<file path="src/hdl/anlp_pkg.sv">
// ----------------------------------------------------------------------------
// anlp_pkg
// Shared types, constants and helpers for the ASCII number literal parser.
// ----------------------------------------------------------------------------
package anlp_pkg;

  localparam int WORD_BITS_DEFAULT = 32;
  localparam int VALUE_BITS        = 32;
  localparam int CFG_ADDR_BITS     = 2;
  localparam int CFG_DATA_BITS     = 32;

  localparam logic [CFG_ADDR_BITS-1:0] ADDR_NARROW_RESULT = 2'd0;

  localparam logic [4:0] RADIX_BIN = 5'd2;
  localparam logic [4:0] RADIX_DEC = 5'd10;
  localparam logic [4:0] RADIX_HEX = 5'd16;

  localparam logic [7:0] CHAR_MINUS = 8'h2D;
  localparam logic [7:0] CHAR_DOT   = 8'h2E;
  localparam logic [7:0] CHAR_ZERO  = 8'h30;
  localparam logic [7:0] CHAR_NINE  = 8'h39;
  localparam logic [7:0] CHAR_UC_A  = 8'h41;
  localparam logic [7:0] CHAR_UC_LAST = 8'h5A;
  localparam logic [7:0] CHAR_LC_A  = 8'h61;
  localparam logic [7:0] CHAR_LC_B  = 8'h62;
  localparam logic [7:0] CHAR_LC_D  = 8'h64;
  localparam logic [7:0] CHAR_LC_X  = 8'h78;
  localparam logic [7:0] CHAR_LC_LAST = 8'h7A;

  localparam logic [5:0] DIGIT_INVALID = 6'd63;

  typedef logic [1:0] position_t;

  function automatic logic is_dec_char(input logic [7:0] c);
    return (c >= CHAR_ZERO) && (c <= CHAR_NINE);
  endfunction

  function automatic logic [5:0] digit_value(input logic [7:0] c);
    logic [7:0] t;
    t = 8'd0;
    if (is_dec_char(c)) begin
      t = c - CHAR_ZERO;
    end else if ((c >= CHAR_UC_A) && (c <= CHAR_UC_LAST)) begin
      t = c - CHAR_UC_A + 8'd10;
    end else if ((c >= CHAR_LC_A) && (c <= CHAR_LC_LAST)) begin
      t = c - CHAR_LC_A + 8'd10;
    end else begin
      t = {2'b00, DIGIT_INVALID};
    end
    return t[5:0];
  endfunction

endpackage

</file>
<file path="src/hdl/ascii_number_literal_parser_core.sv">
// ----------------------------------------------------------------------------
// ascii_number_literal_parser_core
// Parses a signed integer token, one ASCII character per transaction.
// ----------------------------------------------------------------------------
// Input channel: ch with last marking the final character of a token,
// qualified by item_valid; the block holds it off with item_stall.
// Output channel: one transaction per token (value, error), qualified by
// result_valid and held off by result_stall.
// A leading '-' negates; a 0x / 0b / 0d prefix picks radix 16 / 2 / 10 when
// at least three characters follow the sign. The value wraps at WORD_BITS,
// or at 8 bits when narrow_result is set over the APB port (address 0).
// Throughput: one character per cycle while item_stall is low. The result of a
// token appears in the cycle after its last character is taken, from an output
// register loaded by the shift-add digit update.
// While a result waits under result_stall, item_stall is raised and no
// character is taken; the held result does not change.
// Reset (rst, synchronous) clears the token state (not held_zero or held_ch),
// result_valid and narrow_result; value and error are not reset.
// ----------------------------------------------------------------------------
module ascii_number_literal_parser_core #(
  parameter int WORD_BITS = anlp_pkg::WORD_BITS_DEFAULT
) (
  input  logic                                clk,
  input  logic                                rst,
  input  logic                                psel,
  input  logic                                penable,
  input  logic                                pwrite,
  input  logic [anlp_pkg::CFG_ADDR_BITS-1:0]  paddr,
  input  logic [anlp_pkg::CFG_DATA_BITS-1:0]  pwdata,
  output logic [anlp_pkg::CFG_DATA_BITS-1:0]  prdata,
  output logic                                pready,
  input  logic                                item_valid,
  output logic                                item_stall,
  input  logic [7:0]                          ch,
  input  logic                                last,
  output logic                                result_valid,
  input  logic                                result_stall,
  output logic [anlp_pkg::VALUE_BITS-1:0]     value,
  output logic                                error
);

  logic                  narrow_result;
  logic                  negative;
  logic [4:0]            radix;
  logic [WORD_BITS-1:0]  accumulator;
  logic                  bad_token;
  anlp_pkg::position_t   position;
  logic                  held_zero;
  logic [7:0]            held_ch;

  logic                  accept;
  logic                  sign_step;
  logic                  prefix;
  logic                  prefix_bad;
  logic [4:0]            radix_use;
  logic [5:0]            dig;
  logic                  digit_bad;
  logic [WORD_BITS-1:0]  base;
  logic [WORD_BITS-1:0]  scaled;
  logic [WORD_BITS-1:0]  fed;
  logic [WORD_BITS-1:0]  mask;
  logic [WORD_BITS-1:0]  signed_val;
  logic [63:0]           wide_val;

  logic                  negative_next;
  logic [4:0]            radix_next;
  logic [WORD_BITS-1:0]  accumulator_next;
  logic                  bad_token_next;
  anlp_pkg::position_t   position_next;

  assign pready = 1'b1;
  assign prdata = (paddr == anlp_pkg::ADDR_NARROW_RESULT)
                ? anlp_pkg::CFG_DATA_BITS'(narrow_result) : '0;

  always_ff @(posedge clk) begin
    if (rst) begin
      narrow_result <= 1'b0;
    end else if (psel && penable && pwrite && pready &&
                 (paddr == anlp_pkg::ADDR_NARROW_RESULT)) begin
      narrow_result <= pwdata[0];
    end
  end

  assign item_stall = result_valid && result_stall;
  assign accept     = item_valid && !item_stall;

  assign mask = narrow_result ? WORD_BITS'(8'hFF) : '1;

  always_comb begin
    dig        = anlp_pkg::digit_value(ch);
    sign_step  = (position == 2'd0) && !negative && (ch == anlp_pkg::CHAR_MINUS);
    prefix     = (position == 2'd2) && held_zero && !anlp_pkg::is_dec_char(held_ch) &&
                 (held_ch != anlp_pkg::CHAR_DOT);
    prefix_bad = 1'b0;
    radix_use  = radix;
    if (prefix) begin
      if (held_ch == anlp_pkg::CHAR_LC_X) begin
        radix_use = anlp_pkg::RADIX_HEX;
      end else if (held_ch == anlp_pkg::CHAR_LC_B) begin
        radix_use = anlp_pkg::RADIX_BIN;
      end else if (held_ch == anlp_pkg::CHAR_LC_D) begin
        radix_use = anlp_pkg::RADIX_DEC;
      end else begin
        radix_use  = anlp_pkg::RADIX_DEC;
        prefix_bad = 1'b1;
      end
    end
    digit_bad = dig >= {1'b0, radix_use};
    base      = prefix ? '0 : accumulator;
    unique case (radix_use)
      anlp_pkg::RADIX_BIN: scaled = base << 1;
      anlp_pkg::RADIX_HEX: scaled = base << 4;
      default:             scaled = (base << 3) + (base << 1);
    endcase
    fed = scaled + WORD_BITS'(dig);
  end

  always_comb begin
    negative_next    = negative;
    radix_next       = radix;
    accumulator_next = accumulator;
    bad_token_next   = bad_token;
    position_next    = position;
    if (sign_step) begin
      negative_next = 1'b1;
    end else if (position != 2'd3 && position != 2'd2) begin
      accumulator_next = fed;
      bad_token_next   = bad_token || digit_bad;
      position_next    = position + 2'd1;
    end else begin
      radix_next       = radix_use;
      accumulator_next = fed & mask;
      bad_token_next   = (prefix ? prefix_bad : bad_token) || digit_bad;
      position_next    = 2'd3;
    end
  end

  assign signed_val = (negative_next ? (WORD_BITS'(0) - accumulator_next)
                                     : accumulator_next) & mask;
  assign wide_val   = 64'(signed_val);

  always_ff @(posedge clk) begin
    if (rst) begin
      negative    <= 1'b0;
      radix       <= anlp_pkg::RADIX_DEC;
      accumulator <= '0;
      bad_token   <= 1'b0;
      position    <= 2'd0;
    end else if (accept) begin
      if (last) begin
        negative    <= 1'b0;
        radix       <= anlp_pkg::RADIX_DEC;
        accumulator <= '0;
        bad_token   <= 1'b0;
        position    <= 2'd0;
      end else begin
        negative    <= negative_next;
        radix       <= radix_next;
        accumulator <= accumulator_next;
        bad_token   <= bad_token_next;
        position    <= position_next;
      end
    end
  end

  always_ff @(posedge clk) begin
    if (accept && !sign_step) begin
      if (position == 2'd0) begin
        held_zero <= (ch == anlp_pkg::CHAR_ZERO);
      end
      if (position == 2'd1) begin
        held_ch <= ch;
      end
    end
  end

  always_ff @(posedge clk) begin
    if (rst) begin
      result_valid <= 1'b0;
    end else if (accept && last) begin
      result_valid <= 1'b1;
    end else if (!result_stall) begin
      result_valid <= 1'b0;
    end
  end

  always_ff @(posedge clk) begin
    if (accept && last) begin
      value <= bad_token_next ? '0 : wide_val[anlp_pkg::VALUE_BITS-1:0];
      error <= bad_token_next;
    end
  end

  a_error_zero_value: assert property (@(posedge clk) disable iff (rst)
    result_valid && error |-> value == '0)
    else $error("error result carries nonzero value");

  a_radix_legal: assert property (@(posedge clk) disable iff (rst)
    radix == anlp_pkg::RADIX_BIN || radix == anlp_pkg::RADIX_DEC ||
    radix == anlp_pkg::RADIX_HEX)
    else $error("radix register holds an illegal value");

  a_radix_before_prefix: assert property (@(posedge clk) disable iff (rst)
    position != 2'd3 |-> radix == anlp_pkg::RADIX_DEC)
    else $error("radix changed before prefix decision");

  a_last_gives_result: assert property (@(posedge clk) disable iff (rst)
    item_valid && !item_stall && last |=> result_valid)
    else $error("last character did not produce a result");

  a_token_cleared: assert property (@(posedge clk) disable iff (rst)
    item_valid && !item_stall && last |=> position == 2'd0 && !negative && !bad_token)
    else $error("token state not cleared after last character");

endmodule
</file>
<file path="config.mk">
export PLATFORM = sky130hd
export DESIGN_NAME = ascii_number_literal_parser_core
export DESIGN_NICKNAME = d
export VERILOG_FILES = /design/src/hdl/anlp_pkg.sv /design/src/hdl/ascii_number_literal_parser_core.sv
export SDC_FILE = /design/constraint.sdc
export NUM_CORES = 1
export LEC_CHECK = 0
export ABC_AREA = 0
export BUFFER_PORTS_ARGS = -buffer_cell sky130_fd_sc_hd__buf_2
export CAP_MARGIN = 20
export CORE_MARGIN = 5
export CORE_UTILIZATION = 44
export CTS_CLUSTER_DIAMETER = 40
export DETAILED_ROUTE_END_ITERATION = 6
export GPL_ROUTABILITY_DRIVEN = 0
export PLACE_DENSITY = 0.73
export SKIP_CTS_REPAIR_TIMING = 1
export SYNTH_ARGS = -nofsm -noshare
export SYNTH_HDL_FRONTEND = slang
export SYNTH_SLANG_ARGS = --single-unit
export TNS_END_PERCENT = 100
</file>
<file path="constraint.sdc">
create_clock -name clk -period 15.4 [get_ports clk]
set_input_delay 1.54 -clock clk [delete_from_list [all_inputs] [get_ports clk]]
set_output_delay 1.54 -clock clk [all_outputs]
set_load 0.03 [all_outputs]
</file>
# [After elaboration in Yosys (flattened, before gate mapping)]
# Index checks and enable logic that the tools add are counted.
# Widths: inputs -> output; s select.
[classes] n_eq_ne=15 n_addsub=9 bitwise=2 reduce_logical=29 order_cmp=9 muxes=31
[op_table] op="$mux 32" n=5
[op_table] op="$and 32x32->32" n=2
[op_table] op="$pmux 32 s2" n=1
[op_table] op="$add 32x32->32" n=1
[op_table] op="$add 32x6->32" n=1
[op_table] op="$sub 1x32->32 const A" n=1
[op_table] op="$mux 31" n=1
[op_table] op="$mux 5" n=5
[op_table] op="$eq 8x7->1 const B" n=3
[op_table] op="$mux 6" n=3
[op_table] op="$logic_and 1x1->1" n=17
[op_table] op="$eq 8x6->1 const B" n=2
[op_table] op="$ge 8x6->1 const B" n=2
[op_table] op="$ge 8x7->1 const B" n=2
[op_table] op="$le 8x6->1 const B" n=2
[op_table] op="$le 8x7->1 const B" n=2
[op_table] op="$add 6x4->6 const B" n=2
[op_table] op="$mux 1" n=12
[op_table] op="$sub 6x6->6 const B" n=2
[op_table] op="$ne 2x2->1 const B" n=4
[op_table] op="$ne 8x6->1 const B" n=1
[op_table] op="$ge 6x5->1" n=1
[op_table] op="$mux 2" n=3
[op_table] op="$reduce_and 2->1" n=3
[op_table] op="12 further kinds" n=17
[word_totals] output_inout_bits=68 inputBits=50 word_cells=106 regBits=85

# [Depth between registers and ports, before layout]
[depth] depth_word=15 depth_mapped=25 mapped_depth_nobuf=23

# [Worst setup path after synthesis]
# OpenSTA, ideal clock, no wires.
[synth_path] path_kind="in2reg" from="input ch[0]" to="register value[31] (netlist name), data pin" t_arrival_ns=6.733 setup_time_ns=0.270 path_buffers=1 stages=24 required_ns=15.130 slack_ns=8.397 path_cell_list="clkbuf_1 -> inv_1 -> ha_1 -> nor4b_1 -> nor2b_1 -> o221ai_1 -> nand2_1 -> nand2b_1 -> a21oi_1 -> a21oi_1 -> ha_1 -> a21o_1 -> a21o_1 -> a21o_1 -> a21oi_1 -> or3_1 -> or4_4 -> or4_1 -> a32o_1 -> or4_4 -> nor4_2 -> a31o_2 -> a31o_1 -> a21oi_1"
[synth_via] elab_chain_len=12 elab_cells_between_ends=32 classes_between="add/sub: 7; order compare: 7; eq/ne: 1; mux: 9; bitwise: 2; reduce/logical: 6"
[synth_rtl] item="start: declaration" line="ascii_number_literal_parser_core.sv:34" rtl="input logic [7:0] ch,"
[synth_rtl] item="$sub 6x6->6, or another cell as far along" line="anlp_pkg.sv:46" rtl="t = c - CHAR_LC_A + 8'd10;"
[synth_rtl] item="$add 6x4->6 / $logic_and 1x1->1 (equally long branches)" line="anlp_pkg.sv:46, anlp_pkg.sv:45"
[synth_rtl] item="$mux 6" line="anlp_pkg.sv:45" rtl="end else if ((c >= CHAR_LC_A) && (c <= CHAR_LC_LAST)) begin"
[synth_rtl] item="$mux 6" line="anlp_pkg.sv:43" rtl="end else if ((c >= CHAR_UC_A) && (c <= CHAR_UC_LAST)) begin"
[synth_rtl] item="$mux 6" line="anlp_pkg.sv:41" rtl="if (is_dec_char(c)) begin"
[synth_rtl] item="$add 32x6->32" line="ascii_number_literal_parser_core.sv:115" rtl="fed = scaled + WORD_BITS'(dig);"
[synth_rtl] item="$and 32x32->32" line="ascii_number_literal_parser_core.sv:132" rtl="accumulator_next = fed & mask;"
[synth_rtl] item="$mux 32" line="ascii_number_literal_parser_core.sv:126" rtl="end else if (position != 2'd3 && position != 2'd2) begin"
[synth_rtl] item="$mux 32" line="ascii_number_literal_parser_core.sv:124" rtl="if (sign_step) begin"
[synth_rtl] item="$sub 1x32->32" line="ascii_number_literal_parser_core.sv:138" rtl="assign signed_val = (negative_next ? (WORD_BITS'(0) - accumulator_next)"
[synth_rtl] item="$mux 32" line="ascii_number_literal_parser_core.sv:138"
[synth_rtl] item="$and 32x32->32" line="ascii_number_literal_parser_core.sv:139" rtl=": accumulator_next) & mask;"
[synth_rtl] item="end signal: assignment" line="ascii_number_literal_parser_core.sv:189" rtl="value <= bad_token_next ? '0 : wide_val[anlp_pkg::VALUE_BITS-1:0];"
[synth_rtl] item="end: declaration" line="ascii_number_literal_parser_core.sv:38" rtl="output logic [anlp_pkg::VALUE_BITS-1:0] value,"
# Parallel ways exist; a longest one is shown, timed or not.
# A chain may end at the register's enable or synchronous reset.

# [Worst setup path after layout]
[layout_path] from="input ch[1]" to="register value[31] (netlist name), data pin"
# Same word-level chain as after synthesis.

==> results.md <==
- Clock Sinks: 85
- Die Y: 149 µm
- Die Wd: 149 µm
- H-tree Lvls: 3
- I/O pins: 118
- Total grt overflow: 0
- Total CTS buffers: 9
- Clk_lat worst skew: 0.35 ns
- CTS tree: done
- DP HPWL: 17.5 mm
- Clk buf depth: 2
- First-pass GRT wire length: 36.9 mm
- Synth Area in XOR/XNOR: 4.76%
- Mapped Cells: 1081
- CTS root buffer: clkbuf_16
- Worst r2r src: position[1]
- CP peak stage delay: 0.57 ns
- Overall Power: 0.000600 W
- Most used DFF post-synth: dfxtp_1
- Synth Area in Compound Gates: 29.8%
- WL/cell: 16.9 µm
- Hold crit path type: flop to flop
- Hold Path Origin: accumulator[31]
- Avg Cell Area, Syn: 7.82 µm²
- First-pass DRT Iterations: 6
- Worst VDD drop: 0.0649 mV
- Starting Density: 44.9%
- CP cell instances: buf_2, inv_1, ha_1, nor4b_1, nor2b_1, o221ai_1, nand2_1, nand2b_1, a21oi_1, a21oi_1, ha_1, a21o_1, a21o_1, a21o_1, a21oi_1, or3_1, or4_4, or4_1, a32o_1, or4_4, nor4_2, a31o_2, a31o_1, a21oi_1
- RSZ-0062 raised after global routing: no
- Critical Path RT: 15.48 ns
- Slew at the pin closest to its max-slew limit: 1.12 ns
- Final setup vio count: 0
- Most used cell, CP: a21oi_1
- Final Max Tran Viols: 0
- Antenna Nets Post-Route: 0
- Reg clk slew, reported paths: 0.06 ns
- Largest family of logic cells by synthesized area: compound AO/OA/AOI/OAI gates
- Worst rel slew slack: 24.3%
- Number of global-route vias before repair: 7630
- Period utilization: 48.1%
- Setup crit end kind: flop
- Layout cells sized above 1: 10.4%
- Setup CP Type: primary input to flop
- # nets final: 1194
- Post-synthesis simple-gate area fraction: 25.5%
- Residual DRC: 0
- Total Neg Setup Slack: 0 ns
- Fin area: 9100 µm²
- Yosys cell types: 88
- Vias: 8301
- WP data arrival: 7.49 ns
- Fillers: 1818
- Mapped Area: 8460 µm²
- Post-Route WL: 23.0 mm
- Hold Slack: 0.526 ns
- Buffers on Ports: 54
- Worst setup SP type: primary input
- Initial antenna violation count: 0
- Cell family contributing the most delay on the critical path: simple AND/OR/NAND/NOR gates
- Critical Path Fanout Max: 8
- Fmax: 135 MHz
- Total GRT Usage: 19.9%
- Area leader, netlist: edfxtp_1
- Post-Route Skew: 0.00832 ns
- Hold Path Cell Cnt: 2
- Largest net degree at the start of global routing: 44
- Placed inst area: 8760 µm²
- Synth Area in Adders: 7.28%
- DR iter-0 viols: 634
- EDFF count, synth: 42
- Final min period: 7.41 ns
- Yosys reg bits: 85
- Register area share after synthesis: 25.1%
- Top post-synthesis cells by area: edfxtp_1 (15%), dfxtp_1 (10%), ha_1 (6.8%)
- Area grow syn2layout: 7.65%
- Mux cell area share after synthesis: 0.592%
- Status: finished clean
- Ant. Diodes: 0
- Max stage delay cell, worst path: or4_4
- Core area: 18800 µm²
- Max_cap viols: 0
- Syn. warnings: 0
- Setup crit start: ch[1]
- Synth top area share: 14.9%
- Final Hold Vio Count: 0
- P_leak: 3.54 nW
- Worst Reg-to-Reg Cells: 19
- Rows: 50
- Die area: 22100 µm²
- Async S/R FF share, synth: 0%
- Buf/Inv on CP: 2
- Pwr per Cell Area: 65.9 nW/µm²
- CP Depth: 24
- Vias per inst: 6.10
## report_power, final
part | total, W | internal (W) | switching (W)
clock network | 0.000231 | 0.000140 | 0.0000918
logic | 0.000119 | 0.0000396 | 0.0000794
registers | 0.000250 | 0.000243 | 0.00000640
## final timing paths
kind,end,slack [ns]
max,value[31],7.99
min,accumulator[31],0.53
max reg2reg,value[31],8.23
min reg2reg,accumulator[31],0.53
## worst register-to-register path: cells and delay by family (launching register included)
kind | cells | cell delay (ns)
flops | 1 | 0.60
xor+xnor | 1 | 0.27
fa+ha+maj | 2 | 0.64
compound gates | 8 | 2.02
simple gates | 8 | 3.37
## cells by family after synthesis
logic type,Yosys count
other,2
adder cells (fa/ha/maj),48
flip-flops,85
XOR/XNOR,46
AND/OR/NAND/NOR,417
AO/OA/AOI/OAI,362
buffers and inverters,116
multiplexers,5
## state kept, by name, summed over array words and instances (netlist names)
signal and count:
bad_token 1, accumulator 32, radix 5, value 32, held_ch 8, held_zero 1
narrow_result 1, negative 1, position 2, result_valid 1, error 1
## cell usage in the layout, fill, tap and decap left out, types with 37 or more instances in the layout
cell	count
nor2_1	120
nand2_1	89
dfxtp_1	43
o21ai_0	56
buf_2	54
ha_1	46
edfxtp_1	42
a21oi_1	84
a22oi_1	47
and2_1	37
## routing by layer
layer / vias to the layer above / part of all wire, % / wire length [µm] / track usage, %
met5: - / 0 / 0 / 0
met4: 0 / 1.8 / 410 / 4.94
met3: 41 / 6.9 / 1580 / 3.32
met2: 305 / 49 / 11200 / 34.6
met1: 3898 / 42 / 9730 / 25.6
li1: 4057 / - / - / -
## Yosys cell counts (23+ instances only)
master    count
nand2_1      89
xor2_1       25
a21oi_1      85
inv_1        23
o21ai_0      56
a22oi_1      47
buf_4        35
dfxtp_1      43
and2_1       37
clkbuf_1     50
nor2_1      120
ha_1         46
edfxtp_1     42
## layout make-up
| type | count | area, µm² | area share (%) |
|---|---|---|---|
| multi-input cells | 910 | 5880 | 64.5 |
| well taps | 260 | 325 | 3.57 |
| flip-flops and latches | 85 | 2120 | 23.3 |
| clock buffers | 12 | 267 | 2.93 |
| repair buffers | 67 | 375 | 4.12 |
| clock inverters | 4 | 53.8 | 0.591 |
| inverters | 23 | 86.3 | 0.948 |
## per-stage QoR
stage          util (%)  worst slack (ns)  cells
2_1_floorplan         -              8.40   1111
3_3_place_gp       46.5              7.71   1343
3_5_place_dp       46.5              7.63   1343
4_1_cts            48.2              7.89   1359
5_1_grt            48.4              7.51   1361
6_report           48.4              7.99   1361
No activity file was read; power rests on OpenSTA's default activity.
